$ cat src/svf_pkg.sv
// ----------------------------------------------------------------------------
// svf_pkg
// Types, constants and helpers shared by the state variable filter design.
// ----------------------------------------------------------------------------
package svf_pkg;

  // configuration port
  localparam int unsigned CFG_IDX_W  = 2;
  localparam int unsigned CFG_DATA_W = 24;
  localparam int unsigned COEF_W     = 24;

  // datapath widths
  localparam int unsigned MUL_W  = 33;  // signed operand width of the shared multiplier
  localparam int unsigned PROD_W = 66;  // its full product
  localparam int unsigned ACC_W  = 41;  // x - a*s1 - b*s2
  localparam int unsigned A_W    = 26;  // a = 1 + 2gR, q.20
  localparam int unsigned B_W    = 28;  // b = g*g, q.20
  localparam int unsigned LO_W   = 40;  // low partial product of acc*h
  localparam int unsigned WIDE_W = 48;  // headroom ahead of 32 bit saturation
  localparam int unsigned STATE_W = 32;

  localparam logic [COEF_W-1:0] COEF_ONE = 24'h800000;  // 1.0 in q1.23
  localparam logic [COEF_W-1:0] G_RESET  = 24'd68700;
  localparam logic [COEF_W-1:0] R_RESET  = 24'h800000;
  localparam logic [COEF_W-1:0] H_RESET  = 24'd7389000;
  localparam logic [A_W-1:0]    A_ONE    = 26'h0100000;  // 1.0 in q.20

  typedef enum logic [CFG_IDX_W-1:0] {
    CFG_COEF_G      = 2'd0,
    CFG_DAMPING     = 2'd1,
    CFG_NORM        = 2'd2,
    CFG_FILTER_TYPE = 2'd3
  } cfg_reg_e;

  typedef enum logic [1:0] {
    FT_LOWPASS  = 2'd0,
    FT_BANDPASS = 2'd1,
    FT_HIGHPASS = 2'd2,
    FT_NOTCH    = 2'd3
  } filter_type_e;

  typedef enum logic [3:0] {
    ST_IDLE,
    ST_GR,
    ST_GG,
    ST_AS1,
    ST_BS2,
    ST_ACC,
    ST_HLO,
    ST_HHI,
    ST_HP,
    ST_GHP,
    ST_BP,
    ST_GBP,
    ST_LP,
    ST_DONE
  } svf_state_e;

  // saturate a wide signed word to 32 bits
  function automatic logic signed [STATE_W-1:0] sat32(input logic signed [WIDE_W-1:0] v);
    logic signed [WIDE_W-1:0] hi;
    logic signed [WIDE_W-1:0] lo;
    hi = WIDE_W'(32'sh7fffffff);
    lo = WIDE_W'(-32'sh7fffffff - 32'sd1);
    if (v > hi) begin
      return 32'sh7fffffff;
    end else if (v < lo) begin
      return -32'sh7fffffff - 32'sd1;
    end
    return v[STATE_W-1:0];
  endfunction

endpackage

$ cat src/state_variable_filter_top.sv
// ----------------------------------------------------------------------------
// state_variable_filter_top
// Trapezoidal state variable filter, per-channel integrators, one shared
// multiplier stepped by a small sequencer.
// ----------------------------------------------------------------------------
// schedule: one sample in flight; a new sample is taken only back at idle,
//   after eight passes through the single 33x33 multiplier plus the
//   add/saturate steps between dependent products and a free output register
// reset: coefficients return to their defaults, filter type to lowpass,
//   all integrator states to zero, output register empty
module state_variable_filter_top #(
  parameter int unsigned CHANNELS    = 2,
  parameter int unsigned SAMPLE_BITS = 24
) (
  input  logic                                clk_i,
  input  logic                                rst_ni,
  // configuration writes
  input  logic                                cfg_we_i,
  input  logic [svf_pkg::CFG_IDX_W-1:0]       cfg_idx_i,
  input  logic [svf_pkg::CFG_DATA_W-1:0]      cfg_wdata_i,
  // sample input
  input  logic                                in_valid_i,
  output logic                                in_ready_o,
  input  logic                                channel_i,
  input  logic signed [SAMPLE_BITS-1:0]       sample_in_i,
  // sample output
  output logic                                out_valid_o,
  input  logic                                out_ready_i,
  output logic signed [SAMPLE_BITS-1:0]       sample_out_o
);
  import svf_pkg::*;

  localparam int unsigned CH_W  = (CHANNELS > 1) ? $clog2(CHANNELS) : 1;
  localparam int unsigned OUT_W = 34;  // x - bp before output saturation
  localparam logic signed [OUT_W-1:0] OUT_MAX =
    $signed((OUT_W'(1) << (SAMPLE_BITS - 1)) - OUT_W'(1));
  localparam logic signed [OUT_W-1:0] OUT_MIN = -OUT_MAX - OUT_W'(1);

  // --------------------------------------------------------------------------
  // configuration registers, damping and normalizer clamp to 1.0 on write
  // --------------------------------------------------------------------------
  logic [COEF_W-1:0] coef_g_q;
  logic [COEF_W-1:0] coef_r_q;
  logic [COEF_W-1:0] coef_h_q;
  filter_type_e      filt_q;
  logic [COEF_W-1:0] wdata_clamped;

  assign wdata_clamped = (cfg_wdata_i > COEF_ONE) ? COEF_ONE : cfg_wdata_i;

  always_ff @(posedge clk_i or negedge rst_ni) begin
    if (!rst_ni) begin
      coef_g_q <= G_RESET;
      coef_r_q <= R_RESET;
      coef_h_q <= H_RESET;
      filt_q   <= FT_LOWPASS;
    end else if (cfg_we_i) begin
      unique case (cfg_reg_e'(cfg_idx_i))
        CFG_COEF_G:      coef_g_q <= cfg_wdata_i;
        CFG_DAMPING:     coef_r_q <= wdata_clamped;
        CFG_NORM:        coef_h_q <= wdata_clamped;
        CFG_FILTER_TYPE: filt_q   <= filter_type_e'(cfg_wdata_i[1:0]);
        default: ;
      endcase
    end
  end

  // --------------------------------------------------------------------------
  // sequencer
  // --------------------------------------------------------------------------
  svf_state_e state_q, state_d;
  logic       in_fire;
  logic       out_free;
  logic       out_valid_q;

  assign in_fire  = in_valid_i && in_ready_o;
  assign out_free = !out_valid_q || out_ready_i;

  always_ff @(posedge clk_i or negedge rst_ni) begin
    if (!rst_ni) begin
      state_q <= ST_IDLE;
    end else begin
      state_q <= state_d;
    end
  end

  // next state: a straight walk through the multiply schedule
  always_comb begin
    state_d = state_q;
    unique case (state_q)
      ST_IDLE: if (in_fire) state_d = ST_GR;
      ST_GR:   state_d = ST_GG;
      ST_GG:   state_d = ST_AS1;
      ST_AS1:  state_d = ST_BS2;
      ST_BS2:  state_d = ST_ACC;
      ST_ACC:  state_d = ST_HLO;
      ST_HLO:  state_d = ST_HHI;
      ST_HHI:  state_d = ST_HP;
      ST_HP:   state_d = ST_GHP;
      ST_GHP:  state_d = ST_BP;
      ST_BP:   state_d = ST_GBP;
      ST_GBP:  state_d = ST_LP;
      ST_LP:   state_d = ST_DONE;
      ST_DONE: if (out_free) state_d = ST_IDLE;
      default: state_d = ST_IDLE;
    endcase
  end

  // --------------------------------------------------------------------------
  // datapath registers
  // --------------------------------------------------------------------------
  logic signed [SAMPLE_BITS-1:0] x_q;
  logic [CH_W-1:0]               ch_q;
  logic                          ch_ok_q;
  logic signed [STATE_W-1:0]     s1_q, s2_q;
  logic [A_W-1:0]                a_q;
  logic [B_W-1:0]                b_q;
  logic signed [ACC_W-1:0]       acc_q;
  logic [LO_W-1:0]               lo_q;
  logic signed [STATE_W-1:0]     hp_q, bp_q, lp_q;
  logic signed [PROD_W-1:0]      prod_q;

  logic signed [MUL_W-1:0]       mul_a, mul_b;
  logic signed [PROD_W-1:0]      mul_p;

  // integrator states, one pair per channel
  logic signed [STATE_W-1:0]     integ_one_q [CHANNELS];
  logic signed [STATE_W-1:0]     integ_two_q [CHANNELS];

  logic [CH_W-1:0]               ch_idx;
  logic                          ch_ok;

  // channel one exists only when there are at least two channels
  assign ch_idx = CH_W'(channel_i);
  assign ch_ok  = !channel_i || (CHANNELS > 1);

  // operand select for the shared multiplier
  always_comb begin
    mul_a = '0;
    mul_b = '0;
    unique case (state_q)
      ST_GR: begin
        mul_a = MUL_W'(coef_g_q);
        mul_b = MUL_W'(coef_r_q);
      end
      ST_GG: begin
        mul_a = MUL_W'(coef_g_q);
        mul_b = MUL_W'(coef_g_q);
      end
      ST_AS1: begin
        mul_a = MUL_W'(a_q);
        mul_b = MUL_W'(s1_q);
      end
      ST_BS2: begin
        mul_a = MUL_W'(b_q);
        mul_b = MUL_W'(s2_q);
      end
      // acc*h is split into an unsigned low half and a signed high half
      ST_HLO: begin
        mul_a = MUL_W'(acc_q[15:0]);
        mul_b = MUL_W'(coef_h_q);
      end
      ST_HHI: begin
        mul_a = MUL_W'($signed(acc_q[ACC_W-1:16]));
        mul_b = MUL_W'(coef_h_q);
      end
      ST_GHP: begin
        mul_a = MUL_W'(coef_g_q);
        mul_b = MUL_W'(hp_q);
      end
      ST_GBP: begin
        mul_a = MUL_W'(coef_g_q);
        mul_b = MUL_W'(bp_q);
      end
      default: ;
    endcase
  end

  assign mul_p = mul_a * mul_b;

  // recombine acc*h and drop 23 fraction bits (floor)
  logic signed [63:0]         hp_tot;
  logic signed [WIDE_W-1:0]   hp_wide;
  logic signed [WIDE_W-1:0]   bp_wide;
  logic signed [WIDE_W-1:0]   lp_wide;

  assign hp_tot  = $signed({prod_q[47:0], 16'h0000}) + $signed({24'h000000, lo_q});
  assign hp_wide = WIDE_W'($signed(hp_tot[63:23]));
  assign bp_wide = WIDE_W'($signed(prod_q[55:20])) + WIDE_W'(s1_q);
  assign lp_wide = WIDE_W'($signed(prod_q[55:20])) + WIDE_W'(s2_q);

  always_ff @(posedge clk_i) begin
    prod_q <= mul_p;
    unique case (state_q)
      ST_IDLE: begin
        if (in_fire) begin
          x_q     <= sample_in_i;
          ch_q    <= ch_idx;
          ch_ok_q <= ch_ok;
          s1_q    <= ch_ok ? integ_one_q[ch_idx] : '0;
          s2_q    <= ch_ok ? integ_two_q[ch_idx] : '0;
        end
      end
      ST_GG:  a_q   <= {1'b0, prod_q[46:22]} + A_ONE;
      ST_AS1: b_q   <= prod_q[47:20];
      ST_BS2: acc_q <= ACC_W'(x_q) - $signed(prod_q[60:20]);
      ST_ACC: acc_q <= acc_q - $signed(prod_q[60:20]);
      ST_HHI: lo_q  <= prod_q[LO_W-1:0];
      ST_HP:  hp_q  <= sat32(hp_wide);
      ST_BP:  bp_q  <= sat32(bp_wide);
      ST_LP:  lp_q  <= sat32(lp_wide);
      default: ;
    endcase
  end

  // --------------------------------------------------------------------------
  // integrator update and output select
  // --------------------------------------------------------------------------
  logic signed [STATE_W-1:0] s1_new, s2_new;
  logic signed [OUT_W-1:0]   y_sel;
  logic signed [OUT_W-1:0]   y_sat;
  logic                      done_fire;

  assign s1_new    = sat32((WIDE_W'(bp_q) <<< 1) - WIDE_W'(s1_q));
  assign s2_new    = sat32((WIDE_W'(lp_q) <<< 1) - WIDE_W'(s2_q));
  assign done_fire = (state_q == ST_DONE) && out_free;

  always_comb begin
    unique case (filt_q)
      FT_LOWPASS:  y_sel = OUT_W'(lp_q);
      FT_BANDPASS: y_sel = OUT_W'(bp_q);
      FT_HIGHPASS: y_sel = OUT_W'(hp_q);
      FT_NOTCH:    y_sel = OUT_W'(x_q) - OUT_W'(bp_q);
      default:     y_sel = OUT_W'(lp_q);
    endcase
    if (y_sel > OUT_MAX) begin
      y_sat = OUT_MAX;
    end else if (y_sel < OUT_MIN) begin
      y_sat = OUT_MIN;
    end else begin
      y_sat = y_sel;
    end
  end

  // a missing channel leaves every state alone
  always_ff @(posedge clk_i or negedge rst_ni) begin
    if (!rst_ni) begin
      for (int i = 0; i < int'(CHANNELS); i++) begin
        integ_one_q[i] <= '0;
        integ_two_q[i] <= '0;
      end
    end else if (done_fire && ch_ok_q) begin
      integ_one_q[ch_q] <= s1_new;
      integ_two_q[ch_q] <= s2_new;
    end
  end

  // output register, frees the input side while a result waits
  logic signed [SAMPLE_BITS-1:0] out_data_q;

  always_ff @(posedge clk_i or negedge rst_ni) begin
    if (!rst_ni) begin
      out_valid_q <= 1'b0;
    end else if (done_fire) begin
      out_valid_q <= 1'b1;
    end else if (out_ready_i) begin
      out_valid_q <= 1'b0;
    end
  end

  // a missing channel gives a zero sample
  always_ff @(posedge clk_i) begin
    if (done_fire) begin
      out_data_q <= ch_ok_q ? y_sat[SAMPLE_BITS-1:0] : '0;
    end
  end

  assign in_ready_o   = (state_q == ST_IDLE);
  assign out_valid_o  = out_valid_q;
  assign sample_out_o = out_data_q;

endmodule

$ cat config.mk
export PLATFORM = sky130hd
export DESIGN_NAME = state_variable_filter_top
export DESIGN_NICKNAME = d
export VERILOG_FILES = /design/src/svf_pkg.sv /design/src/state_variable_filter_top.sv
export SDC_FILE = /design/constraint.sdc
export NUM_CORES = 2
export LEC_CHECK = 0
export ABC_AREA = 1
export CAP_MARGIN = 20
export CORE_UTILIZATION = 44
export CTS_BUF_LIST = sky130_fd_sc_hd__clkbuf_16
export DETAILED_ROUTE_END_ITERATION = 12
export DONT_BUFFER_PORTS = 1
export GPL_TIMING_DRIVEN = 0
export PLACE_DENSITY = 0.63
export SLEW_MARGIN = 10
export SYNTH_ARGS = -nofsm -noshare
export SYNTH_HDL_FRONTEND = slang
export SYNTH_SLANG_ARGS = --single-unit
export TNS_END_PERCENT = 30
$ cat constraint.sdc
create_clock -name clk_i -period 9.59 [get_ports clk_i]
set_clock_uncertainty 0.15 [all_clocks]
set_input_delay 1.918 -clock clk_i [delete_from_list [all_inputs] [get_ports clk_i]]
set_output_delay 1.918 -clock clk_i [all_outputs]
set_load 0.01 [all_outputs]
==> results_dict.tcl <==
set metrics [dict create \
    clkLatencyLatePin_ns 0.70 \
    io_pins 82 \
    port_buffers 0 \
    htreeDepth 3 \
    period_needed_ns 9.56 \
    setup_viol 0 \
    fin_util_pct 49.0 \
    std_cell_rows 151 \
    place_worst_setup_slack_ns -2.54 \
    synth-seq-area-share_pct 21.7 \
    synth-edff-count 328 \
    wl_um 330000 \
    path_class "reg2reg" \
    netlist_area_um2 74900 \
    wire_per_inst_um 27.4 \
    initialDrtViolationCount 7760 \
    fp.dieW_um 415 \
    drtAntennaViolNets 0 \
    yosys_warnings 0 \
    worst_ep_arrival_time_ns 9.95 \
    crit_top_cell "fa_1" \
    die_area_um2 172000 \
    synth_cell_type_count 64 \
    fmax_mhz 105 \
    relSlewSlack_pct 13.7 \
    async_reset_ff_share_pct 34.7 \
    max_cap_violations 0 \
    cp_slowest_cell "fa_1" \
    area_growth_pct 10.7 \
    initial_core_util_pct 44.3 \
    cp_data_required_time_ns 9.98 \
    place.gp.congestion 1.04 \
    place_hpwl_um 276000 \
    die_h_um 415 \
    cts_tree "done" \
    fin_crit_sh_pct 99.7 \
    viasPerCell 5.57 \
    drt_first_pass_iters 6 \
    antenna_found_initial 32 \
    grt_overflow 0 \
    grt_pass1_vias 66200 \
    outcome "finished clean" \
    remaining_drc_errors 0 \
    coreArea_um2 169000 \
    cts_buffers 71 \
    maxSlewViolCount 0 \
    hp-class "reg2reg" \
    cts_root_buf "clkbuf_16" \
    crit_path_start_kind "flip-flop" \
    tightest_slew_ns 1.29 \
    synth_ff_type "edfxtp_1" \
    via_count 67000 \
    fin_ws_ns 0.0314 \
    grt_max_degree 208 \
    grt_usage_pct 38.2 \
    fin_nets 11200 \
    grt_pass1_wl_um 468000 \
    whs_ns 0.324 \
    rsz0062_at_grt "yes" \
    hold_violations 0 \
    postSynthCellCount 9506 \
    cts_sinks 596 \
    worst_path_largest_cell_delay_ns 0.57 \
    hold_buffers 0 \
    layout-drive-gt1-share_pct 7.95 \
    path_clk_slew_ns 0.06 \
    avgSynthCellArea_um2 7.88 \
    clock_path_buffers 3 \
    ys_ff_latch 596 \
    endpoint_kind "flip-flop" \
    cp_max_fo 10 \
]
stage by stage:
| stage | cells | TNS [ns] | instance area (um2) |
|---|---|---|---|
| 6_report | 12000 | 0 | 83000 |
| 4_1_cts | 12000 | -0.0325 | 82200 |
| 3_5_place_dp | 11800 | -53.88 | 78500 |
| 5_1_grt | 12000 | -0.136 | 82900 |
| 2_1_floorplan | 9519 | 0 | 75000 |
| 3_3_place_gp | 11700 | -93.67 | 77700 |
synth_stat cells, types with 36 or more instances:
cell type / count / area (um2)
nand3_1: 173 / 866
a21o_1: 38 / 285
xnor2_1: 94 / 823
a31oi_1: 51 / 319
edfxtp_1: 328 / 9850
dfrtp_1: 187 / 4680
ha_1: 438 / 5480
nand4_1: 36 / 225
nor2_1: 608 / 2280
o21ai_0: 360 / 1800
mux2_2: 63 / 709
nor3_1: 69 / 345
fa_1: 1018 / 20400
a21oi_1: 405 / 2030
a221oi_1: 45 / 394
buf_2: 85 / 425
xor2_1: 153 / 1340
dfxtp_1: 61 / 1220
clkbuf_1: 173 / 649
o21bai_1: 40 / 300
nand2_1: 2667 / 10000
o22ai_1: 37 / 231
inv_1: 2100 / 7880
cell families after synthesis:
group           after synthesis  synth area share [%]
simple gates               3650                  19.3
buf+inv                    2412                  12.4
fa+ha+maj                  1456                  34.5
compound gates             1079                  8.22
flops                       596                  21.7
xor+xnor                    248                  2.92
mux                          63                 0.947
other cells                   2                0.0100
worst max-delay path: cells and delay by family, from the launching register on:
kind / cells / cell delay [ns]
fa+ha+maj: 9 / 4.45
xor+xnor: 1 / 0.34
compound gates: 3 / 0.68
flops: 1 / 0.47
buf+inv: 13 / 1.69
simple gates: 10 / 1.57
final timing paths:
| kind | slack, ns | startpoint | cells past startpoint | end |
|---|---|---|---|---|
| min in group asynchronous | 0.77 | rst_ni | 0 | integ_one_q[41]$_DFFE_PN0P_ |
| worst min-delay path | 0.32 | integ_two_q[14]$_DFFE_PN0P_ | 2 | integ_two_q[14]$_DFFE_PN0P_ |
| worst max register to register | 0.03 | state_q[1]$_DFFE_PN0P_ | 36 | prod_q[56]$_DFF_P_ |
| worst max-delay path | 0.03 | state_q[1]$_DFFE_PN0P_ | 36 | prod_q[56]$_DFF_P_ |
| max in group asynchronous | 8.15 | rst_ni | 0 | coef_h_q[3]$_DFFE_PN1P_ |
| worst min register to register | 0.32 | integ_two_q[14]$_DFFE_PN0P_ | 2 | integ_two_q[14]$_DFFE_PN0P_ |
routing by layer:
layer	GRT usage, %	part of all wire [%]	up-vias
li1	-	-	29500
met3	8.28	9.7	708
met1	52.0	41	33400
met5	0.222	0.030	-
met4	18.8	6.0	10
met2	57.6	43	3366
state kept, by name, summed over array words and instances (netlist names), 4 cells and up:
signal / cells
integ_one_q: 64
prod_q: 61
lo_q: 24
x_q: 24
hp_q: 32
integ_two_q: 64
sample_out_o: 24
acc_q: 41
s2_q: 32
coef_r_q: 24
lp_q: 32
coef_g_q: 24
s1_q: 32
b_q: 28
a_q: 26
state_q: 4
bp_q: 32
coef_h_q: 24
timing repair:
item                                    4_1_cts  5_1_grt
setup buffers                                49       27
pin swaps                                    28       24
endpoints found under the setup margin       47       26
resized for setup                           305      197
final cells by class:
type	count	area, um2
Antenna cell	41	103
Buffer	285	1720
Clock buffer	74	1850
Clock inverter	58	462
Fill cell	16900	86300
Inverter	2125	8010
Multi-Input combinational cell	6511	50400
Sequential cell	596	16300
Tap cell	2218	2780
Timing Repair Buffer	124	1370
layout by cell type, fill, tap and decap left out, drive strengths merged, types with 39 or more instances in the layout:
cell type and instances:
a21o 39, a21oi 405, a221oi 45, a31oi 51, buf 254, clkbuf 229
dfrtp 187, dfxtp 61, diode 41, edfxtp 328, fa 1018, ha 438
inv 2134, mux2 63, nand2 2687, nand3 173, nor2 617, nor3 71
o21ai 376, o21bai 40, xnor2 94, xor2 154
Power is not shown: default switching activity piles up to over one toggle a cycle in this logic, so the estimate is an artifact.
